===== src/hw/rtl/ckip_pkg.sv =====
package ckip_pkg;

    localparam int MAX_DIMS = 4;
    localparam int ID_BITS  = 32;
    localparam int CHAR_W   = 8;
    localparam int DIM_W    = 2;
    localparam int COUNT_W  = 3;
    localparam int INDEX_W  = 3;

    localparam logic [CHAR_W-1:0] CHAR_ZERO     = 8'h30;
    localparam logic [CHAR_W-1:0] CHAR_NINE     = 8'h39;
    localparam logic [CHAR_W-1:0] SEPARATOR_RST = 8'h2E;
    localparam logic [COUNT_W-1:0] DIM_COUNT_RST = 3'd1;
    localparam logic [ID_BITS-1:0] BOUND_RST    = 32'd1;

    typedef enum logic [INDEX_W-1:0] {
        REG_SEPARATOR = 3'd0,
        REG_DIM_COUNT = 3'd1,
        REG_BOUND0    = 3'd2,
        REG_BOUND1    = 3'd3,
        REG_BOUND2    = 3'd4,
        REG_BOUND3    = 3'd5
    } cfg_reg_t;

    typedef logic [MAX_DIMS-1:0][ID_BITS-1:0] id_array_t;

    // Outcome of a key, valid in the cycle its final beat is parsed.
    typedef struct packed {
        logic                rejected;
        logic [COUNT_W-1:0]  count;
        id_array_t           ids;
    } key_summary_t;

endpackage


===== src/hw/rtl/ckip_key_if.sv =====
interface ckip_key_if;
    logic                          valid;
    logic                          ready;
    logic [ckip_pkg::CHAR_W-1:0]   key_char;
    logic                          key_end;

    modport source (output valid, output key_char, output key_end, input ready);
    modport sink   (input valid, input key_char, input key_end, output ready);
endinterface


===== src/hw/rtl/ckip_res_if.sv =====
interface ckip_res_if;
    logic                          valid;
    logic                          ready;
    logic [ckip_pkg::ID_BITS-1:0]  chunk_index;
    logic [ckip_pkg::DIM_W-1:0]    dim_position;
    logic                          rejected;
    logic                          run_end;

    modport source (output valid, output chunk_index, output dim_position,
                    output rejected, output run_end, input ready);
    modport sink   (input valid, input chunk_index, input dim_position,
                    input rejected, input run_end, output ready);
endinterface


===== src/hw/rtl/ckip_parser.sv =====
module ckip_parser (
    input  logic                              clk,
    input  logic                              rst_n,
    input  logic                              step,
    input  logic [ckip_pkg::CHAR_W-1:0]       key_char,
    input  logic                              key_end,
    input  logic [ckip_pkg::CHAR_W-1:0]       separator_char,
    input  logic [ckip_pkg::COUNT_W-1:0]      dim_count,
    input  ckip_pkg::id_array_t               bounds,
    output ckip_pkg::key_summary_t            summary
);

    logic [ckip_pkg::COUNT_W-1:0]  field_count_reg, field_count_next;
    logic [ckip_pkg::ID_BITS-1:0]  digit_accum_reg, digit_accum_next;
    logic                          digits_seen_reg, digits_seen_next;
    logic                          error_seen_reg, error_seen_next;
    ckip_pkg::id_array_t           id_store_reg, id_store_next;

    logic                          is_digit;
    logic [3:0]                    digit;
    logic [ckip_pkg::ID_BITS+3:0]  scaled;
    logic                          overflow;
    logic                          close_req;
    logic [ckip_pkg::ID_BITS-1:0]  close_val;
    logic [ckip_pkg::DIM_W-1:0]    slot;

    assign is_digit = (key_char >= ckip_pkg::CHAR_ZERO) && (key_char <= ckip_pkg::CHAR_NINE);
    assign digit    = 4'(key_char - ckip_pkg::CHAR_ZERO);
    // accum * 10 + digit as two shifted adds; anything above the id width overflows.
    assign scaled   = {1'b0, digit_accum_reg, 3'b000} + {3'b000, digit_accum_reg, 1'b0}
                      + {{(ckip_pkg::ID_BITS){1'b0}}, digit};
    assign overflow = |scaled[ckip_pkg::ID_BITS+3:ckip_pkg::ID_BITS];
    assign slot     = field_count_reg[ckip_pkg::DIM_W-1:0];

    always_comb
    begin
        field_count_next = field_count_reg;
        digit_accum_next = digit_accum_reg;
        digits_seen_next = digits_seen_reg;
        error_seen_next  = error_seen_reg;
        id_store_next    = id_store_reg;
        close_req        = 1'b0;
        close_val        = digit_accum_reg;

        if (step && !error_seen_reg)
        begin
            if (is_digit)
            begin
                if (overflow)
                begin
                    error_seen_next = 1'b1;
                end
                else
                begin
                    digit_accum_next = scaled[ckip_pkg::ID_BITS-1:0];
                    digits_seen_next = 1'b1;
                    close_req        = key_end;
                    close_val        = scaled[ckip_pkg::ID_BITS-1:0];
                end
            end
            else if (key_char == separator_char)
            begin
                if (!digits_seen_reg)
                    error_seen_next = 1'b1;
                else
                    close_req = 1'b1;
            end
            else
            begin
                error_seen_next = 1'b1;
            end
        end

        if (close_req)
        begin
            if ((field_count_reg >= dim_count) ||
                (field_count_reg >= ckip_pkg::COUNT_W'(ckip_pkg::MAX_DIMS)))
            begin
                error_seen_next = 1'b1;
            end
            else if (close_val >= bounds[slot])
            begin
                error_seen_next = 1'b1;
            end
            else
            begin
                id_store_next[slot] = close_val;
                field_count_next    = field_count_reg + 3'd1;
                digit_accum_next    = '0;
                digits_seen_next    = 1'b0;
            end
        end
    end

    assign summary.rejected = error_seen_next || (field_count_next == '0) ||
                              (field_count_next != dim_count);
    assign summary.count    = field_count_next;
    assign summary.ids      = id_store_next;

    always_ff @(posedge clk or negedge rst_n)
    begin
        if (!rst_n)
        begin
            field_count_reg <= '0;
            digit_accum_reg <= '0;
            digits_seen_reg <= 1'b0;
            error_seen_reg  <= 1'b0;
        end
        else if (step && key_end)
        begin
            field_count_reg <= '0;
            digit_accum_reg <= '0;
            digits_seen_reg <= 1'b0;
            error_seen_reg  <= 1'b0;
        end
        else
        begin
            field_count_reg <= field_count_next;
            digit_accum_reg <= digit_accum_next;
            digits_seen_reg <= digits_seen_next;
            error_seen_reg  <= error_seen_next;
        end
    end

    always_ff @(posedge clk)
    begin
        id_store_reg <= id_store_next;
    end

endmodule


===== src/hw/rtl/chunk_key_index_parser.sv =====
// Chunk key index parser.
// The key channel carries one key byte per beat, with key_end set on the final
// byte. Each key gives either its field ids in reverse key order (dim_position 0
// is the last field, run_end on the final one) or a single beat with rejected
// and run_end set. Configuration is written through cfg_we/cfg_index/cfg_data
// and must only change while the block is idle.
// A byte is registered at the input and parsed from that register; the first
// result beat of a key passes through the snapshot and then the output register.
// Throughput: one key byte per cycle. The result side drains one beat per cycle
// from a snapshot of the key, so the next key is parsed meanwhile; only its
// final byte waits until the previous key's last result moves into the output
// register. An accepted key with N fields thus yields N result beats.
// A stalled receiver holds the output register, then the snapshot, then the
// input register, and finally drops ready on the key channel.
// Reset clears the parse state and all handshake state and sets the registers
// to separator '.', one dimension and chunk counts of one.
module chunk_key_index_parser (
    input  logic                               clk,
    input  logic                               rst_n,
    ckip_key_if.sink                           key,
    ckip_res_if.source                         result,
    input  logic                               cfg_we,
    input  logic [ckip_pkg::INDEX_W-1:0]       cfg_index,
    input  logic [ckip_pkg::ID_BITS-1:0]       cfg_data
);

    logic [ckip_pkg::CHAR_W-1:0]   separator_reg;
    logic [ckip_pkg::COUNT_W-1:0]  dim_count_reg;
    ckip_pkg::id_array_t           bounds_reg;

    logic                          in_valid_reg;
    logic [ckip_pkg::CHAR_W-1:0]   in_char_reg;
    logic                          in_end_reg;
    logic                          consume;

    ckip_pkg::key_summary_t        summary;

    logic                          emit_busy_reg;
    logic                          emit_rej_reg;
    logic [ckip_pkg::COUNT_W-1:0]  emit_cnt_reg;
    logic [ckip_pkg::DIM_W-1:0]    emit_k_reg;
    ckip_pkg::id_array_t           emit_ids_reg;
    logic                          emit_load;
    logic                          emit_last;
    logic [ckip_pkg::DIM_W-1:0]    emit_src;

    logic                          out_valid_reg;
    logic [ckip_pkg::ID_BITS-1:0]  out_index_reg;
    logic [ckip_pkg::DIM_W-1:0]    out_pos_reg;
    logic                          out_rej_reg;
    logic                          out_end_reg;

    always_ff @(posedge clk or negedge rst_n)
    begin
        if (!rst_n)
        begin
            separator_reg <= ckip_pkg::SEPARATOR_RST;
            dim_count_reg <= ckip_pkg::DIM_COUNT_RST;
            bounds_reg    <= {ckip_pkg::MAX_DIMS{ckip_pkg::BOUND_RST}};
        end
        else if (cfg_we)
        begin
            case (cfg_index)
                ckip_pkg::REG_SEPARATOR: separator_reg <= cfg_data[ckip_pkg::CHAR_W-1:0];
                ckip_pkg::REG_DIM_COUNT: dim_count_reg <= cfg_data[ckip_pkg::COUNT_W-1:0];
                ckip_pkg::REG_BOUND0:    bounds_reg[0] <= cfg_data;
                ckip_pkg::REG_BOUND1:    bounds_reg[1] <= cfg_data;
                ckip_pkg::REG_BOUND2:    bounds_reg[2] <= cfg_data;
                ckip_pkg::REG_BOUND3:    bounds_reg[3] <= cfg_data;
                default: ;
            endcase
        end
    end

    // A final byte is parsed only once the snapshot is free for its results,
    // which includes the cycle in which the last pending beat leaves it.
    assign consume   = in_valid_reg &&
                       (!in_end_reg || !emit_busy_reg || (emit_load && emit_last));
    assign key.ready = !in_valid_reg || consume;

    always_ff @(posedge clk or negedge rst_n)
    begin
        if (!rst_n)
            in_valid_reg <= 1'b0;
        else if (key.ready)
            in_valid_reg <= key.valid;
    end

    always_ff @(posedge clk)
    begin
        if (key.ready && key.valid)
        begin
            in_char_reg <= key.key_char;
            in_end_reg  <= key.key_end;
        end
    end

    ckip_parser u_parser (
        .clk            (clk),
        .rst_n          (rst_n),
        .step           (consume),
        .key_char       (in_char_reg),
        .key_end        (in_end_reg),
        .separator_char (separator_reg),
        .dim_count      (dim_count_reg),
        .bounds         (bounds_reg),
        .summary        (summary)
    );

    assign emit_load = emit_busy_reg && (!out_valid_reg || result.ready);
    assign emit_last = emit_rej_reg ||
                       (ckip_pkg::COUNT_W'(emit_k_reg) == emit_cnt_reg - 3'd1);
    assign emit_src  = ckip_pkg::DIM_W'(emit_cnt_reg - 3'd1 - ckip_pkg::COUNT_W'(emit_k_reg));

    always_ff @(posedge clk or negedge rst_n)
    begin
        if (!rst_n)
        begin
            emit_busy_reg <= 1'b0;
            emit_k_reg    <= '0;
        end
        else if (consume && in_end_reg)
        begin
            emit_busy_reg <= 1'b1;
            emit_k_reg    <= '0;
        end
        else if (emit_load)
        begin
            emit_busy_reg <= !emit_last;
            emit_k_reg    <= emit_k_reg + 2'd1;
        end
    end

    always_ff @(posedge clk)
    begin
        if (consume && in_end_reg)
        begin
            emit_rej_reg <= summary.rejected;
            emit_cnt_reg <= summary.count;
            emit_ids_reg <= summary.ids;
        end
    end

    always_ff @(posedge clk or negedge rst_n)
    begin
        if (!rst_n)
            out_valid_reg <= 1'b0;
        else if (emit_load)
            out_valid_reg <= 1'b1;
        else if (result.ready)
            out_valid_reg <= 1'b0;
    end

    always_ff @(posedge clk)
    begin
        if (emit_load)
        begin
            out_index_reg <= emit_rej_reg ? '0 : emit_ids_reg[emit_src];
            out_pos_reg   <= emit_rej_reg ? '0 : emit_k_reg;
            out_rej_reg   <= emit_rej_reg;
            out_end_reg   <= emit_last;
        end
    end

    assign result.valid        = out_valid_reg;
    assign result.chunk_index  = out_index_reg;
    assign result.dim_position = out_pos_reg;
    assign result.rejected     = out_rej_reg;
    assign result.run_end      = out_end_reg;

endmodule

===== src/flat_wrapper.sv =====
// flat-port wrapper written by rule: the top's interface ports become plain ports
module chunk_key_index_parser_flat 
  (clk, rst_n, cfg_we, cfg_index, cfg_data, key_valid, key_key_char, key_key_end, key_ready, result_valid, result_chunk_index, result_dim_position, result_rejected, result_run_end, result_ready);
  ckip_key_if key_i ();
  ckip_res_if result_i ();
  input  logic clk;
  input  logic rst_n;
  input  logic cfg_we;
  input  logic [ckip_pkg::INDEX_W-1:0] cfg_index;
  input  logic [ckip_pkg::ID_BITS-1:0] cfg_data;
  input wire logic [$bits(key_i.valid)-1:0] key_valid;
  input wire logic [$bits(key_i.key_char)-1:0] key_key_char;
  input wire logic [$bits(key_i.key_end)-1:0] key_key_end;
  output wire logic [$bits(key_i.ready)-1:0] key_ready;
  output wire logic [$bits(result_i.valid)-1:0] result_valid;
  output wire logic [$bits(result_i.chunk_index)-1:0] result_chunk_index;
  output wire logic [$bits(result_i.dim_position)-1:0] result_dim_position;
  output wire logic [$bits(result_i.rejected)-1:0] result_rejected;
  output wire logic [$bits(result_i.run_end)-1:0] result_run_end;
  input wire logic [$bits(result_i.ready)-1:0] result_ready;
  assign key_i.valid = key_valid;
  assign key_i.key_char = key_key_char;
  assign key_i.key_end = key_key_end;
  assign key_ready = key_i.ready;
  assign result_valid = result_i.valid;
  assign result_chunk_index = result_i.chunk_index;
  assign result_dim_position = result_i.dim_position;
  assign result_rejected = result_i.rejected;
  assign result_run_end = result_i.run_end;
  assign result_i.ready = result_ready;
  chunk_key_index_parser u_core (.clk(clk), .rst_n(rst_n), .key(key_i), .result(result_i), .cfg_we(cfg_we), .cfg_index(cfg_index), .cfg_data(cfg_data));
endmodule

===== config.mk =====
export PLATFORM = sky130hd
export DESIGN_NAME = chunk_key_index_parser_flat
export DESIGN_NICKNAME = d
export VERILOG_FILES = /design/src/hw/rtl/ckip_pkg.sv /design/src/hw/rtl/ckip_key_if.sv /design/src/hw/rtl/ckip_res_if.sv /design/src/hw/rtl/ckip_parser.sv /design/src/hw/rtl/chunk_key_index_parser.sv /design/src/flat_wrapper.sv
export SDC_FILE = /design/constraint.sdc
export NUM_CORES = 1
export LEC_CHECK = 0
export ABC_AREA = 1
export BUFFER_PORTS_ARGS = -buffer_cell sky130_fd_sc_hd__buf_2
export CAP_MARGIN = 0
export CORE_MARGIN = 2
export CORE_UTILIZATION = 40
export CTS_CLUSTER_DIAMETER = 100
export DETAILED_ROUTE_END_ITERATION = 7
export GPL_ROUTABILITY_DRIVEN = 0
export PLACE_DENSITY_LB_ADDON = 0.12
export SYNTH_ARGS = -nofsm -noshare
export SYNTH_HDL_FRONTEND = slang
export SYNTH_SLANG_ARGS = --single-unit

===== constraint.sdc =====
create_clock -name clk -period 5.5 [get_ports clk]
set_input_delay 0.275 -clock clk [delete_from_list [all_inputs] [get_ports clk]]
set_output_delay 0.275 -clock clk [all_outputs]
set_load 0.05 [all_outputs]

==> out/metrics.csv <==
metric;value;unit
CTS Buffer Depth;3;
Max stage delay on crit path;0.46;ns
post-place setup slack;-0.07533;ns
Max Cap Viol;0;
Critical Path Fanout Max;8;
row count;86;
GR Overflow Total;0;
Mapped Nets;2535;
vias in the first global route;16000;
drt via density;4.985;
drt wl/cell;17.38;um
DR vias;16540;
clk sinks;486;
R2R depth;34;
die area;57470;sq um
WS Path Type;flip-flop to flip-flop;
post-synthesis simple-gate area fraction;0.1816;
area leader, netlist;edfxtp_1;
compound-gate portion of the synthesized area;0.1287;
largest cells by area after synthesis;edfxtp_1, dfrtp_1, nand2_1, dfxtp_1, ha_1;
mux contribution to synthesized area;0;
Antenna Diode Count;0;
top-area cell type share of the netlist area;0.2391;
WP data arrival;5.51;ns
critical path startpoint category;flip-flop;
GRT Total Usage;0.1904;
first-pass GRT wire length;86.48;mm
Syn. warnings;0;
final setup fails;0;
crit-path most repeated cell;nand2_2;
layout cells sized above 1;0.1534;
Peak VDD IR;309.5;uV
Async SR Flop Fraction;0.3724;
hold path depth;3;
WHS Endpoint;u_core.bounds_reg[115];
Post-synth EDFFs;177;
# fillers;5275;
Post-Synth Adder-Cell Area;0.06035;
largest family of logic cells by synthesized area;simple AND/OR/NAND/NOR gates;
final net count;2681;
residual DRC count;0;
Leak;11.75;nW
Hold Crit Start;cfg_data[19];
DIE HEIGHT;239.7;um
Worst-Skew Late Latency;0.60;ns
syn avg cell area;9.339;sq um
Post-Route WL;57.65;mm
final hold vios;0;
Worst Max-Slew Pin Slew;0.9716;ns
CTS Buf Count;51;
fmax;0.1932;GHz
Top Ports;87;
dpl cells;3150;
R2R Path Start;u_core.in_char_reg[2];
CP max-delay cell;edfxtp_1;
hpwl dp;35.26;mm
initial core utilization;0.4042;
Final Non-Filler Cells;3317;
first-pass iteration count of the detailed router;5;
post-synth cell types;54;
DRT iter0 DRCs;965;
hold crit path type;primary input to flip-flop;
H-tree Lvls;2;
Mapped Area;22230;sq um
Layout area overhead;17.93;%
worst r2r dst;u_core.emit_ids_reg[59];
register bit total from synthesis;486;
sequential fraction of the synthesis area;0.5587;
post-route antenna net violation count;0;
pwr/cell area;376.1;nW/um^2
Slew Viols, Final;0;
CTS tree;built;
clock-pin slew on the worst setup and hold paths;0.06;ns
core area;54990;sq um
period utilization;0.9409;
Worst slew margin;0.3523;
Syn Inst Count;2380;
crit end category;flip-flop;
Port Buf Inserts;86;
FF-to-FF setup slack;0.33;ns
Worst Path Required;5.83;ns
initial antenna violation count;0;
chip width;239.7;um
Post-synth top flop;edfxtp_1;
final worst slack;0.3252;ns
Period minus WS final;5.175;ns
Setup Skew;0.02080;ns
status;finished, final reports clean;
XOR/XNOR share of the synthesized area;0.01379;
root buf cell;clkbuf_16;
largest net degree at the start of global routing;71;
## per-stage QoR
step	util	setup TNS (ns)	power (mW)	hold WS (ns)	area (sq um)
final	0.4767	0	9.860	0.03859	26210
after global routing	0.4767	-0.3699	10.37	0.02895	26210
after CTS	0.4647	0	9.951	0.0003153	25550
after detailed placement	0.4274	-2.618	6.460	0.3416	23500
after global placement	0.4274	0	6.426	0.3318	23500
after floorplan	-	0	5.792	-0.02059	22230
## cells in the final DEF (no fill, tap or decap), drive strengths merged, types with 2 or more instances in the layout
| cell type | n |
|---|---|
| nand2 | 801 |
| o21ai | 307 |
| inv | 182 |
| edfxtp | 177 |
| dfrtp | 172 |
| buf | 152 |
| nor2 | 130 |
| dfxtp | 128 |
| ha | 104 |
| clkbuf | 89 |
| a21oi | 81 |
| dlygate4sd3 | 36 |
| a311oi | 32 |
| nand3 | 32 |
| a32o | 31 |
| xor2 | 20 |
| xnor2 | 15 |
| clkinv | 12 |
| nand4 | 9 |
| dfstp | 9 |
| or2 | 9 |
| nor3 | 8 |
| o21bai | 7 |
| a31oi | 6 |
| clkinvlp | 2 |
| nor3b | 2 |
| a21o | 2 |
| o21a | 2 |
| bufinv | 2 |
| fa | 2 |
## cells by family (layout without fill, tap and decap cells)
family,after synthesis,count (layout)
fa+ha+maj,106,106
flops,486,486
simple gates,994,994
buf+inv,286,475
xor+xnor,35,35
compound gates,473,473
## final cells by class
type / count / area [sq um] / area share
timing repair buffer: 196 / 1672 / 0.06377
sequential: 486 / 12420 / 0.4738
tap: 748 / 935.9 / 0.03570
clock inverter: 15 / 168.9 / 0.006444
clock buffer: 81 / 1511 / 0.05766
inverter: 182 / 709.4 / 0.02706
timing repair inverter: 1 / 8.758 / 0.0003341
multi-input combinational: 1608 / 8787 / 0.3352
## power by group
group          total [mW]  switching (mW)  leakage [nW]  internal, mW
logic                2.07            1.46          5.89         0.613
registers            4.37           0.177          5.04          4.19
clock network        3.42            1.43         0.822          1.99
## what timing repair did
action,4_1_cts,5_1_grt
setup endpoints to repair,102,297
resized for setup,2,53
gates cloned,0,12
hold endpoints to repair,151,0
pin swaps,0,18
hold buffers,36,0
buffers inserted,0,23
## critical path, delay by kind of cell, from the launching register on
kind	cells	cell delay, ns
and+or+nand+nor	20	1.97
adders and majority gates	4	1.25
buffers and inverters	5	0.66
AOI/OAI and AO/OA	5	0.54
DFF	1	0.46
## worst max-delay path by stage
| stage | startpoint | end | slack, ns | cells past startpoint |
|---|---|---|---|---|
| after floorplan | u_core.result.valid | u_core.emit_ids_reg[13] | 0.46 | 28 |
| after global placement | u_core.u_parser.digit_accum_reg[0] | u_core.emit_ids_reg[33] | 0.05 | 35 |
| after detailed placement | u_core.u_parser.digit_accum_reg[0] | u_core.emit_ids_reg[41] | -0.08 | 35 |
| after CTS | u_core.u_parser.digit_accum_reg[0] | u_core.emit_ids_reg[41] | 0.06 | 35 |
| after global routing | u_core.in_char_reg[2] | u_core.emit_ids_reg[59] | -0.03 | 35 |
| final | u_core.in_char_reg[2] | u_core.emit_ids_reg[59] | 0.33 | 34 |
## synth_stat cells, drive strengths merged, types with 32 or more instances
cell / n
nand2: 801
inv: 182
clkbuf: 67
dfxtp: 128
o21ai: 307
a311oi: 32
edfxtp: 177
nand3: 32
ha: 104
a21oi: 81
dfrtp: 172
buf: 37
nor2: 130
## per-layer routing
metal	GRT usage	vias up	wire, um
met5	0	-	0
met4	0.04962	0	1362
met3	0.02708	81	2109
met2	0.3111	302	26600
met1	0.2656	7911	27580
li1	-	8242	-
No activity file was read; power rests on OpenSTA's default activity.
